## config.mk

```make
export PLATFORM = sky130hd
export DESIGN_NAME = option_string_pair_parser_unit
export DESIGN_NICKNAME = d
export VERILOG_FILES = /design/src/rtl/ospp_pkg.sv /design/src/rtl/ospp_front.sv /design/src/rtl/ospp_queue.sv /design/src/rtl/ospp_back.sv /design/src/rtl/option_string_pair_parser_unit.sv
export SDC_FILE = /design/constraint.sdc
export NUM_CORES = 1
export LEC_CHECK = 0
export BUFFER_PORTS_ARGS = -buffer_cell sky130_fd_sc_hd__buf_2
export CAP_MARGIN = 5
export CORE_ASPECT_RATIO = 0.5
export CORE_MARGIN = 1
export CORE_UTILIZATION = 60
export DETAILED_ROUTE_END_ITERATION = 7
export PLACE_DENSITY = 0.89
export SETUP_SLACK_MARGIN = 0.3
export SLEW_MARGIN = 0
export SYNTH_ARGS = -nofsm -noshare
export SYNTH_HDL_FRONTEND = slang
export SYNTH_SLANG_ARGS = --single-unit
```

## constraint.sdc

```tcl
create_clock -name clk -period 8.05 [get_ports clk]
set_input_delay 0 -clock clk [delete_from_list [all_inputs] [get_ports clk]]
set_output_delay 0 -clock clk [all_outputs]
set_load 0.005 [all_outputs]
```

## src/rtl/ospp_pkg.sv

```systemverilog
package ospp_pkg;

  // Result kinds, as carried on out_tuser
  typedef enum logic [1:0] {
    KIND_NAME     = 2'd0,
    KIND_VALUE    = 2'd1,
    KIND_PAIR     = 2'd2,
    KIND_FINISHED = 2'd3
  } kind_t;

  // Finished status codes
  typedef enum logic [1:0] {
    STAT_OK       = 2'd0,
    STAT_SYNTAX   = 2'd1,
    STAT_TOO_LONG = 2'd2
  } status_t;

  // Characters the parser looks for
  localparam logic [7:0] CH_NUL        = 8'h00;
  localparam logic [7:0] CH_DASH       = 8'h2d;
  localparam logic [7:0] CH_LOWER_C    = 8'h63;
  localparam logic [7:0] CH_EQUALS     = 8'h3d;
  localparam logic [7:0] CH_BACKSLASH  = 8'h5c;
  localparam logic [7:0] CH_UNDERSCORE = 8'h5f;
  localparam logic [7:0] CH_SPACE      = 8'h20;
  localparam logic [7:0] CH_TAB        = 8'h09;
  localparam logic [7:0] CH_CR         = 8'h0d;

  // Defaults
  localparam int OSPP_MAX_VAR_BYTES = 64;
  localparam int OSPP_QUEUE_DEPTH   = 4;

  // Results caused by one input byte, in emission order: char, pair, finished
  typedef struct packed {
    logic    has_char;
    kind_t   char_kind;
    logic [7:0] char_data;
    logic    has_pair;
    logic    has_fin;
    status_t status;
  } bundle_t;

endpackage

```

## src/rtl/ospp_front.sv

```systemverilog
module ospp_front #(
  parameter int MAX_VAR_BYTES = ospp_pkg::OSPP_MAX_VAR_BYTES
) (
  input  logic             clk,
  input  logic             rst_n,
  input  logic             accept,
  input  logic [7:0]       in_byte,
  input  logic             is_last,
  output logic             push,
  output ospp_pkg::bundle_t bundle
);
  import ospp_pkg::*;

  localparam int SEG_W = (MAX_VAR_BYTES > 2) ? $clog2(MAX_VAR_BYTES) : 1;
  localparam logic [SEG_W-1:0] SEG_LIMIT = SEG_W'(MAX_VAR_BYTES - 1);

  typedef enum logic [2:0] {
    PH_IDLE, PH_DASH1, PH_OPT_C, PH_DASH2, PH_PAIR, PH_SILENT
  } phase_t;

  phase_t           phase_r, phase_nxt;
  logic             esc_r, esc_nxt;
  logic             pair_exp_r, pair_exp_nxt;
  logic             seen_eq_r, seen_eq_nxt;
  status_t          fault_r, fault_nxt;
  logic [SEG_W-1:0] seg_r, seg_nxt;
  bundle_t          bnd;

  // Per-byte parse: token handling, pair bytes, token end, string end
  always_comb begin
    logic sp;
    logic begin_pair;
    logic do_pair;
    logic tok_end;
    logic finish;
    sp = (in_byte == CH_SPACE) || ((in_byte >= CH_TAB) && (in_byte <= CH_CR));
    begin_pair   = 1'b0;
    do_pair      = 1'b0;
    tok_end      = 1'b0;
    finish       = 1'b0;
    phase_nxt    = phase_r;
    esc_nxt      = esc_r;
    pair_exp_nxt = pair_exp_r;
    seen_eq_nxt  = seen_eq_r;
    fault_nxt    = fault_r;
    seg_nxt      = seg_r;
    bnd          = '0;

    if (in_byte == CH_NUL) begin
      tok_end = 1'b1;
      finish  = 1'b1;
    end else begin
      case (phase_r)
        PH_IDLE: begin
          if (!sp) begin
            if (pair_exp_r) begin
              pair_exp_nxt = 1'b0;
              begin_pair   = 1'b1;
            end else if (in_byte == CH_DASH) begin
              phase_nxt = PH_DASH1;
            end else begin
              if (fault_nxt == STAT_OK) fault_nxt = STAT_SYNTAX;
              phase_nxt = PH_SILENT;
            end
          end
        end
        PH_DASH1: begin
          if (sp) begin
            tok_end = 1'b1;
          end else if (in_byte == CH_LOWER_C) begin
            phase_nxt = PH_OPT_C;
          end else if (in_byte == CH_DASH) begin
            phase_nxt = PH_DASH2;
          end else begin
            if (fault_nxt == STAT_OK) fault_nxt = STAT_SYNTAX;
            phase_nxt = PH_SILENT;
          end
        end
        PH_OPT_C: begin
          if (sp) begin
            tok_end = 1'b1;
          end else begin
            if (fault_nxt == STAT_OK) fault_nxt = STAT_SYNTAX;
            phase_nxt = PH_SILENT;
          end
        end
        PH_DASH2: begin
          if (sp) tok_end = 1'b1;
          else    begin_pair = 1'b1;
        end
        PH_PAIR: begin
          if (sp && !esc_r) tok_end = 1'b1;
          else              do_pair = 1'b1;
        end
        default: ;
      endcase
      if (is_last) begin
        tok_end = 1'b1;
        finish  = 1'b1;
      end
    end

    // Start of a name=value token
    if (begin_pair) begin
      phase_nxt   = PH_PAIR;
      seen_eq_nxt = 1'b0;
      esc_nxt     = 1'b0;
      seg_nxt     = '0;
      do_pair     = 1'b1;
    end

    // One byte inside a pair
    if (do_pair) begin
      if (!seen_eq_nxt && (in_byte == CH_EQUALS)) begin
        seen_eq_nxt = 1'b1;
        esc_nxt     = 1'b0;
        seg_nxt     = '0;
      end else if (!esc_nxt && (in_byte == CH_BACKSLASH)) begin
        esc_nxt = 1'b1;
      end else begin
        esc_nxt = 1'b0;
        if (seg_nxt >= SEG_LIMIT) begin
          if (fault_nxt == STAT_OK) fault_nxt = STAT_TOO_LONG;
          phase_nxt = PH_SILENT;
        end else begin
          seg_nxt      = seg_nxt + 1'b1;
          bnd.has_char = 1'b1;
          if (seen_eq_nxt) begin
            bnd.char_kind = KIND_VALUE;
            bnd.char_data = in_byte;
          end else begin
            bnd.char_kind = KIND_NAME;
            bnd.char_data = (in_byte == CH_DASH) ? CH_UNDERSCORE : in_byte;
          end
        end
      end
    end

    // End of a token
    if (tok_end) begin
      case (phase_nxt)
        PH_DASH1, PH_DASH2: begin
          if (fault_nxt == STAT_OK) fault_nxt = STAT_SYNTAX;
          phase_nxt = PH_SILENT;
        end
        PH_OPT_C: begin
          pair_exp_nxt = 1'b1;
          phase_nxt    = PH_IDLE;
        end
        PH_PAIR: begin
          if (seen_eq_nxt) begin
            bnd.has_pair = 1'b1;
            phase_nxt    = PH_IDLE;
          end else begin
            if (fault_nxt == STAT_OK) fault_nxt = STAT_SYNTAX;
            phase_nxt = PH_SILENT;
          end
        end
        default: ;
      endcase
      esc_nxt = 1'b0;
    end

    // End of the string: report and return to the reset state
    if (finish) begin
      if (pair_exp_nxt && (fault_nxt == STAT_OK)) fault_nxt = STAT_SYNTAX;
      bnd.has_fin  = 1'b1;
      bnd.status   = fault_nxt;
      phase_nxt    = PH_IDLE;
      esc_nxt      = 1'b0;
      pair_exp_nxt = 1'b0;
      seen_eq_nxt  = 1'b0;
      fault_nxt    = STAT_OK;
      seg_nxt      = '0;
    end
  end

  // Parser state
  always_ff @(posedge clk) begin
    if (!rst_n) begin
      phase_r    <= PH_IDLE;
      esc_r      <= 1'b0;
      pair_exp_r <= 1'b0;
      seen_eq_r  <= 1'b0;
      fault_r    <= STAT_OK;
      seg_r      <= '0;
    end else if (accept) begin
      phase_r    <= phase_nxt;
      esc_r      <= esc_nxt;
      pair_exp_r <= pair_exp_nxt;
      seen_eq_r  <= seen_eq_nxt;
      fault_r    <= fault_nxt;
      seg_r      <= seg_nxt;
    end
  end

  // Only bytes that cause results enter the queue
  assign bundle = bnd;
  assign push   = accept && (bnd.has_char || bnd.has_pair || bnd.has_fin);

endmodule

```

## src/rtl/ospp_queue.sv

```systemverilog
module ospp_queue #(
  parameter int DEPTH = ospp_pkg::OSPP_QUEUE_DEPTH
) (
  input  logic              clk,
  input  logic              rst_n,
  input  logic              push,
  input  ospp_pkg::bundle_t push_data,
  output logic              full,
  input  logic              pop,
  output logic              q_valid,
  output ospp_pkg::bundle_t q_data
);
  import ospp_pkg::*;

  localparam int PTR_W = (DEPTH > 2) ? $clog2(DEPTH) : 1;
  localparam int CNT_W = $clog2(DEPTH + 1);

  bundle_t          slots_r [DEPTH];
  logic [PTR_W-1:0] wr_ptr_r, wr_ptr_nxt;
  logic [PTR_W-1:0] rd_ptr_r, rd_ptr_nxt;
  logic [CNT_W-1:0] count_r, count_nxt;
  logic             do_push;
  logic             do_pop;

  assign full    = (count_r == CNT_W'(DEPTH));
  assign q_valid = (count_r != '0);
  assign q_data  = slots_r[rd_ptr_r];
  assign do_push = push && !full;
  assign do_pop  = pop && q_valid;

  // Pointer and fill bookkeeping
  always_comb begin
    wr_ptr_nxt = wr_ptr_r;
    rd_ptr_nxt = rd_ptr_r;
    count_nxt  = count_r;
    if (do_push) begin
      wr_ptr_nxt = (wr_ptr_r == PTR_W'(DEPTH - 1)) ? '0 : wr_ptr_r + 1'b1;
    end
    if (do_pop) begin
      rd_ptr_nxt = (rd_ptr_r == PTR_W'(DEPTH - 1)) ? '0 : rd_ptr_r + 1'b1;
    end
    if (do_push && !do_pop)      count_nxt = count_r + 1'b1;
    else if (!do_push && do_pop) count_nxt = count_r - 1'b1;
  end

  always_ff @(posedge clk) begin
    if (!rst_n) begin
      wr_ptr_r <= '0;
      rd_ptr_r <= '0;
      count_r  <= '0;
    end else begin
      wr_ptr_r <= wr_ptr_nxt;
      rd_ptr_r <= rd_ptr_nxt;
      count_r  <= count_nxt;
    end
  end

  // Storage, no reset needed
  always_ff @(posedge clk) begin
    if (do_push) slots_r[wr_ptr_r] <= push_data;
  end

endmodule

```

## src/rtl/ospp_back.sv

```systemverilog
module ospp_back (
  input  logic              clk,
  input  logic              rst_n,
  input  logic              q_valid,
  input  ospp_pkg::bundle_t q_data,
  output logic              pop,
  output logic              out_tvalid,
  input  logic              out_tready,
  output logic [15:0]       out_tdata,   // [7:0] char_data, [9:8] status, rest zero
  output logic [1:0]        out_tuser,   // [1:0] kind
  output logic              out_tlast    // last_of_run
);
  import ospp_pkg::*;

  bundle_t work_r, work_nxt;
  logic    work_valid_r, work_valid_nxt;
  logic    fire;
  logic    single;
  kind_t   cur_kind;
  logic [7:0] cur_data;
  status_t cur_status;

  // Only one pending result left in the bundle
  assign single = (work_r.has_char ^ work_r.has_pair ^ work_r.has_fin) &&
                  !(work_r.has_char && work_r.has_pair && work_r.has_fin);
  assign fire   = work_valid_r && out_tready;
  assign pop    = q_valid && (!work_valid_r || (fire && single));

  // Lowest pending result goes out first
  always_comb begin
    cur_kind   = KIND_FINISHED;
    cur_data   = '0;
    cur_status = STAT_OK;
    if (work_r.has_char) begin
      cur_kind = work_r.char_kind;
      cur_data = work_r.char_data;
    end else if (work_r.has_pair) begin
      cur_kind = KIND_PAIR;
    end else begin
      cur_status = work_r.status;
    end
  end

  // Retire results one by one, reload from the queue
  always_comb begin
    work_nxt       = work_r;
    work_valid_nxt = work_valid_r;
    if (fire) begin
      if (work_r.has_char)      work_nxt.has_char = 1'b0;
      else if (work_r.has_pair) work_nxt.has_pair = 1'b0;
      else                      work_nxt.has_fin  = 1'b0;
      if (single) work_valid_nxt = 1'b0;
    end
    if (pop) begin
      work_nxt       = q_data;
      work_valid_nxt = 1'b1;
    end
  end

  always_ff @(posedge clk) begin
    if (!rst_n) begin
      work_valid_r <= 1'b0;
    end else begin
      work_valid_r <= work_valid_nxt;
    end
  end

  always_ff @(posedge clk) begin
    work_r <= work_nxt;
  end

  assign out_tvalid = work_valid_r;
  assign out_tdata  = {6'b0, cur_status, cur_data};
  assign out_tuser  = cur_kind;
  assign out_tlast  = single;

endmodule

```

## src/rtl/option_string_pair_parser_unit.sv

```systemverilog
// Option string pair parser.
// in_*  : one byte of an options string per transaction; in_tdata[7:0] is the
//         byte, in_tlast marks the last byte of the buffer. A zero byte ends the
//         string at once.
// out_* : result transactions; out_tuser is the kind (name byte, value byte,
//         pair complete, finished), out_tdata[7:0] the unescaped byte,
//         out_tdata[9:8] the finished status (ok, syntax error, too long),
//         out_tlast marks the final result caused by one input byte.
// Throughput: one input byte per cycle while the queue is not full. Each byte
//   causes zero to three results; the output side delivers one result per
//   cycle while out_tready is high. Bytes with none (separators, option
//   prefixes, escapes) do not enter the queue and never occupy the output.
// Path: the results of a byte are written into the queue, then loaded into the
//   output stage register before they are presented on out_*.
// A four-entry queue sits between parser and output stage; in_tready falls
//   only while it is full, so a stalled receiver backs up into the input once
//   four bytes with results wait behind the one held in the output stage.
//   Results are held stable while out_tready is low.
// Reset: synchronous, active low; parser state returns to idle between tokens
//   and queue and output stage empty. No clearing pass follows reset.
module option_string_pair_parser_unit #(
  parameter int MAX_VAR_BYTES = ospp_pkg::OSPP_MAX_VAR_BYTES
) (
  input  logic        clk,
  input  logic        rst_n,
  input  logic        in_tvalid,
  output logic        in_tready,
  input  logic [7:0]  in_tdata,    // [7:0] in_byte
  input  logic        in_tlast,    // is_last
  output logic        out_tvalid,
  input  logic        out_tready,
  output logic [15:0] out_tdata,   // [7:0] char_data, [9:8] status, rest zero
  output logic [1:0]  out_tuser,   // [1:0] kind
  output logic        out_tlast    // last_of_run
);
  import ospp_pkg::*;

  logic    accept;
  logic    push;
  bundle_t push_data;
  logic    q_full;
  logic    q_valid;
  bundle_t q_data;
  logic    pop;

  assign in_tready = !q_full;
  assign accept    = in_tvalid && in_tready;

  // Front: parse and classify each byte
  ospp_front #(
    .MAX_VAR_BYTES(MAX_VAR_BYTES)
  ) u_front (
    .clk     (clk),
    .rst_n   (rst_n),
    .accept  (accept),
    .in_byte (in_tdata),
    .is_last (in_tlast),
    .push    (push),
    .bundle  (push_data)
  );

  // Queue of result bundles
  ospp_queue #(
    .DEPTH(OSPP_QUEUE_DEPTH)
  ) u_queue (
    .clk       (clk),
    .rst_n     (rst_n),
    .push      (push),
    .push_data (push_data),
    .full      (q_full),
    .pop       (pop),
    .q_valid   (q_valid),
    .q_data    (q_data)
  );

  // Back: serialise bundles into result transactions
  ospp_back u_back (
    .clk        (clk),
    .rst_n      (rst_n),
    .q_valid    (q_valid),
    .q_data     (q_data),
    .pop        (pop),
    .out_tvalid (out_tvalid),
    .out_tready (out_tready),
    .out_tdata  (out_tdata),
    .out_tuser  (out_tuser),
    .out_tlast  (out_tlast)
  );

`ifndef SYNTH
  // A finished result is always the last one of its byte
  a_fin_last: assert property (@(posedge clk) disable iff (!rst_n)
    (out_tvalid && (out_tuser == KIND_FINISHED)) |-> out_tlast)
    else $error("finished result not marked last of run");

  // Status is only carried by finished results
  a_status_fin: assert property (@(posedge clk) disable iff (!rst_n)
    (out_tvalid && (out_tuser != KIND_FINISHED)) |-> (out_tdata[9:8] == STAT_OK))
    else $error("status set on a non-finished result");

  // Out of reset the block is empty and ready
  a_reset_empty: assert property (@(posedge clk) disable iff (!rst_n)
    !$past(rst_n) |-> (in_tready && !out_tvalid))
    else $error("block not empty after reset");
`endif

endmodule

```

* Word level (Yosys, flattened, before mapping)
Memory sizes are Yosys's and may differ from the RTL's. A register that Yosys moved wholly into a read port is not among the register bits.
Index checks and enable logic that the tools add are counted.
** Word-level totals
- Word-level logic and storage cells :: 196
- RAM bits :: 60
- Output and inout port bits :: 21
- Bits of input ports :: 13
- Latch bits :: 0
- Memories :: 1
- Flip-flop bits (word level) :: 37
- ROM bits :: 0
** Memories
- u_queue.slots_r :: depth 4, bits a word 15, rd ports 1, clocked after Yosys merged registers in 1, write ports 1, line ospp_queue.sv:18 : bundle_t slots_r [DEPTH];
** Cells by class
- Bitwise gates (word level) :: 2
- Div/mod/pow operators :: 0
- $mul :: 0
- $lt $le $gt $ge :: 3
- Reduce and logical (&&, ||, !) cells :: 44
- Muxes and demuxes :: 107
- Equal/unequal tests :: 18
- Add/subtract/negate cells :: 5
- Shifts and indexed selects :: 0
** Operator list (number)
- 3-bit 2-to-1 mux :: 19
- 2-bit 2-to-1 mux :: 27
- 11-bit 2-to-1 mux :: 4
- 1-bit 2-to-1 mux :: 41
- 6-bit 2-to-1 mux :: 6
- 8-bit by 6-bit == test with 1-bit output (second input constant) :: 3
- 3-bit one-hot mux with 3 select lines :: 2
- 1-bit logical AND :: 17
- 8-bit by 7-bit == test with 1-bit output (second input constant) :: 2
- 8-bit 2-to-1 mux :: 2
- 15-bit 2-to-1 mux :: 1
- 3-bit by 2-bit == test with 1-bit output (second input constant) :: 4
- 3-bit == test (second input constant) :: 3
- 9-bit 2-to-1 mux :: 1
- 8-bit by 4-bit greater-or-equal comparator with 1-bit output (second input constant) :: 1
- 8-bit by 4-bit less-or-equal comparator with 1-bit output (second input constant) :: 1
- 1-bit logical NOT :: 8
- 2-bit logical NOT :: 4
- 8-bit logical NOT :: 1
- 6-bit by 1-bit adder with 6-bit output (second input constant) :: 1
- 3-bit by 1-bit == test with 1-bit output (second input constant) :: 2
- 6-bit greater-or-equal comparator (second input constant) :: 1
- 2-bit one-hot mux with 3 select lines :: 1
- 2-bit nonzero test :: 3
- other kinds (15) :: 24

* Depth between registers and ports, before layout
Gate-level depths: netlist (run 1).
- Depth after elaboration :: 29
- Gate-level depth with buffers :: 19
- Mapped depth without buffers :: 17

* Cells and area by module
Synthesis (run 1) repeated with hierarchy kept, for this count alone.
** Second synthesis, totals
- Cell total of the unflattened synthesis :: 375
- Area, all modules :: 4822.1 um2
** Modules (own cells, without submodules)
- ospp_queue :: times used 1, seq. area each 1981.9 um2, cells each 129, area each 2666.3 um2
- ospp_front :: times used 1, seq. area each 280.3 um2, cells each 189, area each 1407.6 um2
- ospp_back :: times used 1, seq. area each 470.5 um2, cells each 55, area each 738.2 um2
- option_string_pair_parser_unit :: times used 1, seq. area each 0.0 um2, cells each 2, area each 10.0 um2

* Least setup slack after synthesis (run 1)
Ideal clock, no wire load.
- Path kind :: flip-flop to flip-flop
- From :: register u_front.pair_exp_r
- To :: register u_queue.count_r[2]
- Stages on the path, launching flop included :: 19
- Data arrival time :: 4.007 ns
- Setup time :: 0.072 ns
- Data required time :: 7.978 ns
- Clock period less this slack :: 4.078 ns
- Path slack :: 3.972 ns
- Path buffers :: 2
- Path through :: dfxtp_1 or3b_1 a21oi_2 nand3_2 clkbuf_1 and2_1 ha_1 and3_1 a211oi_2 o21a_1 buf_2 nor2_2 o22ai_4 ha_1 inv_1 fa_1 xor2_1 or3_1 a21oi_1
** RTL lines
- from (decl) :: line ospp_front.sv:23 : logic pair_exp_r, pair_exp_nxt;
- from (signal assigned) :: line ospp_front.sv:190 : pair_exp_r <= pair_exp_nxt;
- to (signal assigned) :: line ospp_queue.sv:54 : count_r <= count_nxt;
- to (decl) :: line ospp_queue.sv:21 : logic [CNT_W-1:0] count_r, count_nxt;

* Worst setup path in the final report (run 1)
- From :: register u_front.phase_r[0]
- To :: register u_queue.count_r[2]
** Between the ends
- Word-level cells in the longest chain between the ends :: 19
- Elaborated cells on any way between the ends :: 52
- Those cells by class :: 1 x order compare; 5 x eq/ne; 32 x mux; 14 x reduce/logical
** Ends and longest elaborated chain
- from (decl) :: line ospp_front.sv:21 : phase_t phase_r, phase_nxt;
- from (signal assigned) :: line ospp_front.sv:188 : phase_r <= phase_nxt;
- 3-bit by 2-bit == test with 1-bit output, or another cell as far along :: line ospp_front.sv:53 : case (phase_r)
- 1-bit one-hot mux with 2 select lines or 3-bit 2-to-1 mux (tied branches) :: line ospp_front.sv:53, ospp_front.sv:55
- 1-bit 2-to-1 mux or 3-bit one-hot mux with 3 select lines (tied branches) :: line ospp_front.sv:49, ospp_front.sv:53
- 6-bit 2-to-1 mux, or another cell as far along :: line ospp_front.sv:104 : if (begin_pair) begin
- 6-bit greater-or-equal comparator, or another cell as far along :: line ospp_front.sv:122 : if (seg_nxt >= SEG_LIMIT) begin
- 3-bit 2-to-1 mux or 1-bit logical AND (tied branches) :: line ospp_front.sv:122, ospp_front.sv:118
- 3-bit 2-to-1 mux :: line ospp_front.sv:118 : end else if (!esc_nxt && (in_byte == CH_BACKSLASH)) begin
- 3-bit 2-to-1 mux :: line ospp_front.sv:114 : if (!seen_eq_nxt && (in_byte == CH_EQUALS)) begin
- [3 not listed]
- 1-bit 2-to-1 mux :: line ospp_front.sv:140 : if (tok_end) begin
- 1-bit logical OR (*) (2 in a row) :: line ospp_front.sv:199 : assign push = accept && (bnd.has_char || bnd.has_pair || bnd.has_fin);
- 1-bit logical AND (*) :: line ospp_front.sv:199
- 1-bit logical AND (*) :: line ospp_queue.sv:28 : assign do_push = push && !full;
- via u_queue.do_push :: line ospp_queue.sv:22 : logic do_push;
- 1-bit logical NOT :: line ospp_queue.sv:43 : else if (!do_push && do_pop) count_nxt = count_r - 1'b1;
- 1-bit logical AND :: line ospp_queue.sv:43
- 2-bit nonzero test (no source line)
Mark *: on every way through the listed nets, which the timed path passes. The rest lies on a longest branch.
A chain may end at the register's enable or synchronous reset.

==> results of run 1 <==
sequential cells by signal, indices dropped and copies added, names as in the netlist, 2 cells and up, named ones only:
register,cells
u_back.work_r,14
u_front.fault_r,2
u_front.phase_r,3
u_front.seg_r,6
u_queue.count_r,3
u_queue.rd_ptr_r,2
u_queue.slots_r,56
u_queue.wr_ptr_r,2
metrics by stage:
step | power (mW) | setup WS [ps] | hold WS, ps
floorplan | 0.9156 | 3972 | 146.3
global placement | 1.000 | 3646 | 308.5
detailed placement | 1.025 | 3432 | 307.0
CTS | 1.427 | 3377 | 27.46
global route | 1.496 | 3039 | 91.96
finish | 1.427 | 3287 | 47.03
cells by family after synthesis:
family / share of synthesized area
multiplexers: 0.07933
flip-flops: 0.5422
AND/OR/NAND/NOR: 0.1710
other: 0.0007873
AO/OA/AOI/OAI: 0.1363
buffers and inverters: 0.04150
adder cells (fa/ha/maj): 0.02522
XOR/XNOR: 0.003678
synth_stat cells (3+ instances only):
cell | n | area share
nand2_1 | 30 | 0.024
and3_1 | 9 | 0.012
o31ai_1 | 3 | 0.0047
a21oi_1 | 20 | 0.021
nand4_1 | 6 | 0.0079
a22oi_1 | 4 | 0.0063
nor2b_1 | 4 | 0.0053
a31oi_1 | 3 | 0.0039
nor3_1 | 12 | 0.013
or3_1 | 6 | 0.0079
nand3_1 | 7 | 0.0074
mux2i_1 | 4 | 0.0084
o21a_1 | 5 | 0.0079
o21ai_0 | 15 | 0.016
mux4_2 | 14 | 0.066
ha_1 | 8 | 0.021
inv_1 | 14 | 0.011
nor2_1 | 28 | 0.022
a21o_1 | 3 | 0.0047
dfxtp_1 | 24 | 0.10
buf_6 | 3 | 0.0071
edfxtp_1 | 70 | 0.44
a32oi_1 | 3 | 0.0055
buf_4 | 7 | 0.011
and2_1 | 22 | 0.029
clkbuf_1 | 12 | 0.0095
a211oi_2 | 3 | 0.0079
path summary, 6_finish.rpt:
kind,end,slack [ps],from,cells after the start
max,u_queue.count_r[2],3290,u_front.phase_r[0],16
min,u_back.out_tvalid,50,out_tready,4
max reg2reg,u_queue.count_r[2],3290,u_front.phase_r[0],16
min reg2reg,u_front.seg_r[4],490,u_front.seg_r[4],2
power breakdown:
| part | total [mW] | internal, mW | switching (mW) | leakage, nW |
|---|---|---|---|---|
| clock | 0.402 | 0.228 | 0.174 | 0.141 |
| sequential | 0.679 | 0.615 | 0.0637 | 0.849 |
| combinational | 0.345 | 0.159 | 0.186 | 0.840 |
| total | 1.43 | 1.00 | 0.424 | 1.83 |
layout make-up:
class,instances,area [µm²]
well taps,108,135.1
inverters,14,52.55
multi-input cells,271,2002
repair buffers,28,145.1
flip-flops and latches,94,2582
clock inverters,4,30.03
fillers,515,2311
clock buffers,12,256.5
layer usage:
metal	track usage	vias up	wire [µm]	part of all wire
li1	-	1555	-	-
met1	0.3493	1613	4433	0.45
met2	0.4076	175	4607	0.46
met3	0.06111	14	768	0.078
met4	0.05147	0	99	0.010
met5	0	-	0	0
worst min-delay path, cell delays in order:
cell and delay, ps:
buf_2 90, nand2_1 40, nand2_1 120, a21oi_1 80
what timing repair did:
| action | 4_1_cts | 5_1_grt |
|---|---|---|
| hold buffers | 1 | 0 |
| endpoints found under the hold margin | 3 | 0 |
| gates resized for setup | 0 | 0 |
==> results.toml, run 1 <==
[status]
status = "finished, final reports clean"

[run]
maxCapViolCount = 0

[critical_path]
worst-setup-path-type = "reg -> reg"
crit_buf_inv = 1
max_stage_delay_ps = 460
start_kind = "register"
cp_cell_sequence = "or3b_1 -> a21oi_2 -> nand3_2 -> and2_1 -> ha_1 -> and3_1 -> a211oi_2 -> o21a_1 -> nor2_2 -> o22ai_4 -> ha_1 -> inv_1 -> fa_1 -> xor2_1 -> or3_1 -> a21oi_1"
cp_common_cell = "ha_1"
worstPathMaxFanout = 14
end_kind = "register"
required_ps = 8310
slowest_stage = "or3b_1"
crit_arrival_ps = 5020
path_delay_family = "simple AND/OR/NAND/NOR gates"

[timing]
hold_viol = 0
fin_worst_skew_ps = 7.797
min_period_ps = 4763
fmax_ghz = 0.2099
finalSetupTns_ps = 0
fin_crit_sh = 0.5917
final_max_slew_viol_count = 0
rsz0062_at_grt = "false"
slew_headroom = 0.3671
setup_viol = 0
worstMarginPinSlew_ps = 948.0

[cts]
cts_tree = "yes"
htreeDepth = 3
clock_sinks = 94
cts_root_buffer = "clkbuf_16"
post_cts_buffers = 0
clock_latency_ps = 340
cts_buffers = 9
clk_path_buf_depth = 2
path_clk_slew_ps = 60

[grt]
globalRoute.totalOverflow = 0
antenna_found_initial = 0
grt_pass1_wl_um = 15610
grtUsageTotal = 0.2520
grt_max_degree = 22
grt_pass1_vias = 3087

[synth]
synth_seq_cells = 94
netlist_instances = 399
yosys_warnings = 0
syn_avg_cell_area_um2 = 11.94
ys_seq_area_frac = 0.5422
synthFlopType = "edfxtp_1"
synthesis.area_um2 = 4763
synth.distinct_cells = 73
async_flop_share = 0
synth_edf_count = 70

[detailed_routing]
drtIter0Drc = 406
detail_route.wl_per_cell_um = 18.66
vias_per_cell = 6.322
ant_nets = 0
vias = 3357
firstDrtPassIters = 6
drc = 0
wirelength_um = 9908

[die]
ios = 34
coreArea_um2 = 7515
die_area_um2 = 8321
rows = 22
initial_core_util = 0.6339
die_y_um = 65.01
die_w_um = 128.0

[finish]
fin_area_um2 = 5204
finish.utilization = 0.6925
final_common_cell = "edfxtp_1"
nNetsFinal = 440
area_growth_pct = 9.246
layout_common_cells = "edfxtp_1 (70), nand2_1 (30), nor2_1 (28)"
n_antenna_cell = 0
layoutNonFillerInstCount = 531
drive_above_1_share = 0.1868

[placement]
post-dp-hpwl_um = 6772
port_buffers = 27
place_area_um2 = 4907
gp_congestion = 0.9416
dp.cells = 514

[power_and_ir_drop]
p_leak_nw = 1.830
power.density_nw_per_um2 = 274.2
ir_drop_mv = 0.1286

[worst_hold_path]
hold_path_class = "in -> reg"
(Power assumes the default switching activity.)
==> inputs of run 2 (changes only) <==
--- a/config.mk
+++ b/config.mk
@@ -5,13 +5,14 @@
 export SDC_FILE = /design/constraint.sdc
 export NUM_CORES = 1
 export LEC_CHECK = 0
+export ABC_AREA = 1
 export BUFFER_PORTS_ARGS = -buffer_cell sky130_fd_sc_hd__buf_2
 export CAP_MARGIN = 5
 export CORE_ASPECT_RATIO = 0.5
 export CORE_MARGIN = 1
-export CORE_UTILIZATION = 60
+export CORE_UTILIZATION = 54
 export DETAILED_ROUTE_END_ITERATION = 7
-export PLACE_DENSITY = 0.89
+export PLACE_DENSITY = 0.85
 export SETUP_SLACK_MARGIN = 0.3
 export SLEW_MARGIN = 0
 export SYNTH_ARGS = -nofsm -noshare
==> constraint.sdc (replaced) <==
create_clock -name clk -period 4 [get_ports clk]
set_input_delay 0 -clock clk [delete_from_list [all_inputs] [get_ports clk]]
set_output_delay 0 -clock clk [all_outputs]
set_load 0.005 [all_outputs]
==> run 2 against run 1 <==
Clock power grew 97%. Total power grew 120%. Highest routed layer unchanged. Sequential cell count is the same. Sequential power grew 100%. Critical path type unchanged. Critical endpoint unchanged. Non-clock buffer count grew 9. Critical path depth grew 9. Largest power group unchanged.
==> results.toml, run 2 <==
[timing]
rsz0062_at_grt = "false"
fmax_ghz = 0.3006
hold_viol = 0
setup_viol = 0
worstMarginPinSlew_ps = 779.6
fin_crit_sh = 0.8317
holdWs_ps = 88.33
final_max_slew_viol_count = 0
final.setup.worst_slack_ps = 673.4
slew_headroom = 0.4755
min_period_ps = 3327
fin_worst_skew_ps = 6.761
finalSetupTns_ps = 0

[cts]
path_clk_slew_ps = 70
clk_path_buf_depth = 2
cts_root_buffer = "clkbuf_16"
cts_buffers = 9
htreeDepth = 3
clock_sinks = 94
clock_latency_ps = 350
cts_tree = "yes"

[synth]
synth_top_area_share = 0.4439
synthFlopType = "edfxtp_1"
ys_seq_area_frac = 0.5453
synth.most_common_cell = "nand2_1"
netlist_instances = 517
async_flop_share = 0
synth_edf_count = 70
synth_largest_area_cell = "edfxtp_1"
synth.distinct_cells = 40
yosys-top-cells-area = "edfxtp_1 (44%), dfxtp_1 (10%), nand2_1 (6.3%)"
ys_top_cells_by_count = "nand2_1 (80), nor2_1 (79), edfxtp_1 (70)"
yosys_warnings = 0
synth_seq_cells = 94
synthesis.area_um2 = 4736
syn_avg_cell_area_um2 = 9.160

[critical_path]
required_ps = 4240
end_kind = "register"
crit_start = "u_front.phase_r[0]"
rr_startpoint = "u_front.phase_r[0]"
worstPathMaxFanout = 8
start_kind = "register"
worst-setup-path-type = "reg -> reg"
crit_arrival_ps = 3570

[detailed_routing]
drtIter0Drc = 263
detail_route.wl_per_cell_um = 14.25
ant_nets = 0
wirelength_um = 9550
firstDrtPassIters = 5
vias = 3621
vias_per_cell = 5.404
drc = 0

[placement]
post-dp-hpwl_um = 6470
dp.cells = 650
port_buffers = 27
place_ws_ps = 676.4
gp_congestion = 0.9602

[grt]
grt_pass1_wl_um = 15110
globalRoute.totalOverflow = 0
grtUsageTotal = 0.2246
grt_max_degree = 30
antenna_found_initial = 0
grt_pass1_vias = 3217

[status]
status = "finished, final reports clean"

[finish]
layout_common_cells = "nand2_1 (80), nor2_1 (78), edfxtp_1 (70)"
nNetsFinal = 576
area_growth_pct = 12.02
layoutNonFillerInstCount = 670
fillers = 629
n_antenna_cell = 0
largest_reg_flops = 56
largest_register = "u_queue.slots_r"
drive_above_1_share = 0.1720
reg_top3 = "u_queue.slots_r (56), u_back.work_r (14), u_front.seg_r (6)"
final_common_cell = "nand2_1"

[die]
die_area_um2 = 9172
die_w_um = 134.4
coreArea_um2 = 8259
initial_core_util = 0.5734
rows = 23
die_y_um = 68.22
ios = 34

[run]
maxCapViolCount = 0

[power_and_ir_drop]
ir_drop_mv = 0.3744
power.total_mw = 3.136
power.density_nw_per_um2 = 591.1
p_leak_nw = 2.239

[worst_hold_path]
hp-start = "in_tdata[0]"
hold_path_class = "in -> reg"
==> run 2: cell count changes in the layout (fill, tap and decap cells not counted), sizes merged, moves of 7 or more <==
cell	delta
nand2	+65
nor2	+62
inv	+58
o21ai	+26
and2	-21
nand3	+17
mux4	-14
o22ai	+11
a21oi	+10
and3	-9
buf	+7
or3	-7
==> run 2: stage by stage <==
stage	util	cell area (µm²)
after floorplan	-	4755
after global placement	0.6035	4985
after detailed placement	0.6035	4985
after CTS	0.6401	5286
after global routing	0.6423	5305
final	0.6423	5305
==> run 2: metal layers <==
layer	wire [µm]	vias up	track usage
met5	0	-	0
met4	226	0	0.08567
met3	704	25	0.07630
met2	4545	123	0.3951
met1	4073	1686	0.2609
li1	-	1787	-
==> run 2: where the power goes <==
part | internal [mW] | switching (mW) | total [mW]
clock network | 0.424 | 0.368 | 0.792
registers | 1.27 | 0.0986 | 1.37
logic | 0.326 | 0.646 | 0.973
==> run 2: cells by family after synthesis <==
group | synth area share
AND/OR/NAND/NOR | 0.2404
buffers and inverters | 0.07609
adder cells (fa/ha/maj) | 0.02536
AO/OA/AOI/OAI | 0.1102
other | 0.0007918
flip-flops | 0.5453
XOR/XNOR | 0.001850
==> run 2: final timing paths <==
path	endpoint	slack [ps]	cells past startpoint
worst min-delay path	u_queue.slots_r[1][4]	90	3
worst max register to register	u_queue.count_r[2]	670	25
worst max-delay path	u_queue.count_r[2]	670	25
worst min register to register	u_front.seg_r[0]	470	2
==> run 2: final cells by class <==
cell class                      instances  area (µm²)  area share
Clock buffer                            9       225.2     0.04245
Clock inverter                          6       46.29    0.008726
Inverter                               72       277.8     0.05236
Multi-Input combinational cell        340        1814      0.3420
Sequential cell                        94        2584      0.4870
Tap cell                              112       140.1     0.02642
Timing Repair Buffer                   37       217.7     0.04104
==> run 2: critical path, stage by stage (launching register included) <==
cell and delay (ps):
dfxtp_1 360, nor2_2 150, nand2_1 70, nand2_1 80
nand3_2 110, nor2_4 190, nor2_1 80, ha_1 220
nand2_1 70, inv_1 60, nand3_4 120, nor2_8 70
inv_2 80, nor2_4 50, nor2_4 100, nand4_2 130
nand2_4 90, nand2_4 80, inv_2 70, ha_1 130
inv_1 60, fa_1 380, a21oi_1 140, o21ai_0 110
o21ai_0 150, a21oi_1 50
==> run 2: timing repair <==
action,CTS,global route
buffers inserted,0,2
endpoints found under the hold margin,9,0
setup endpoints to repair,0,1
hold buffers,3,0
resized for setup,0,2
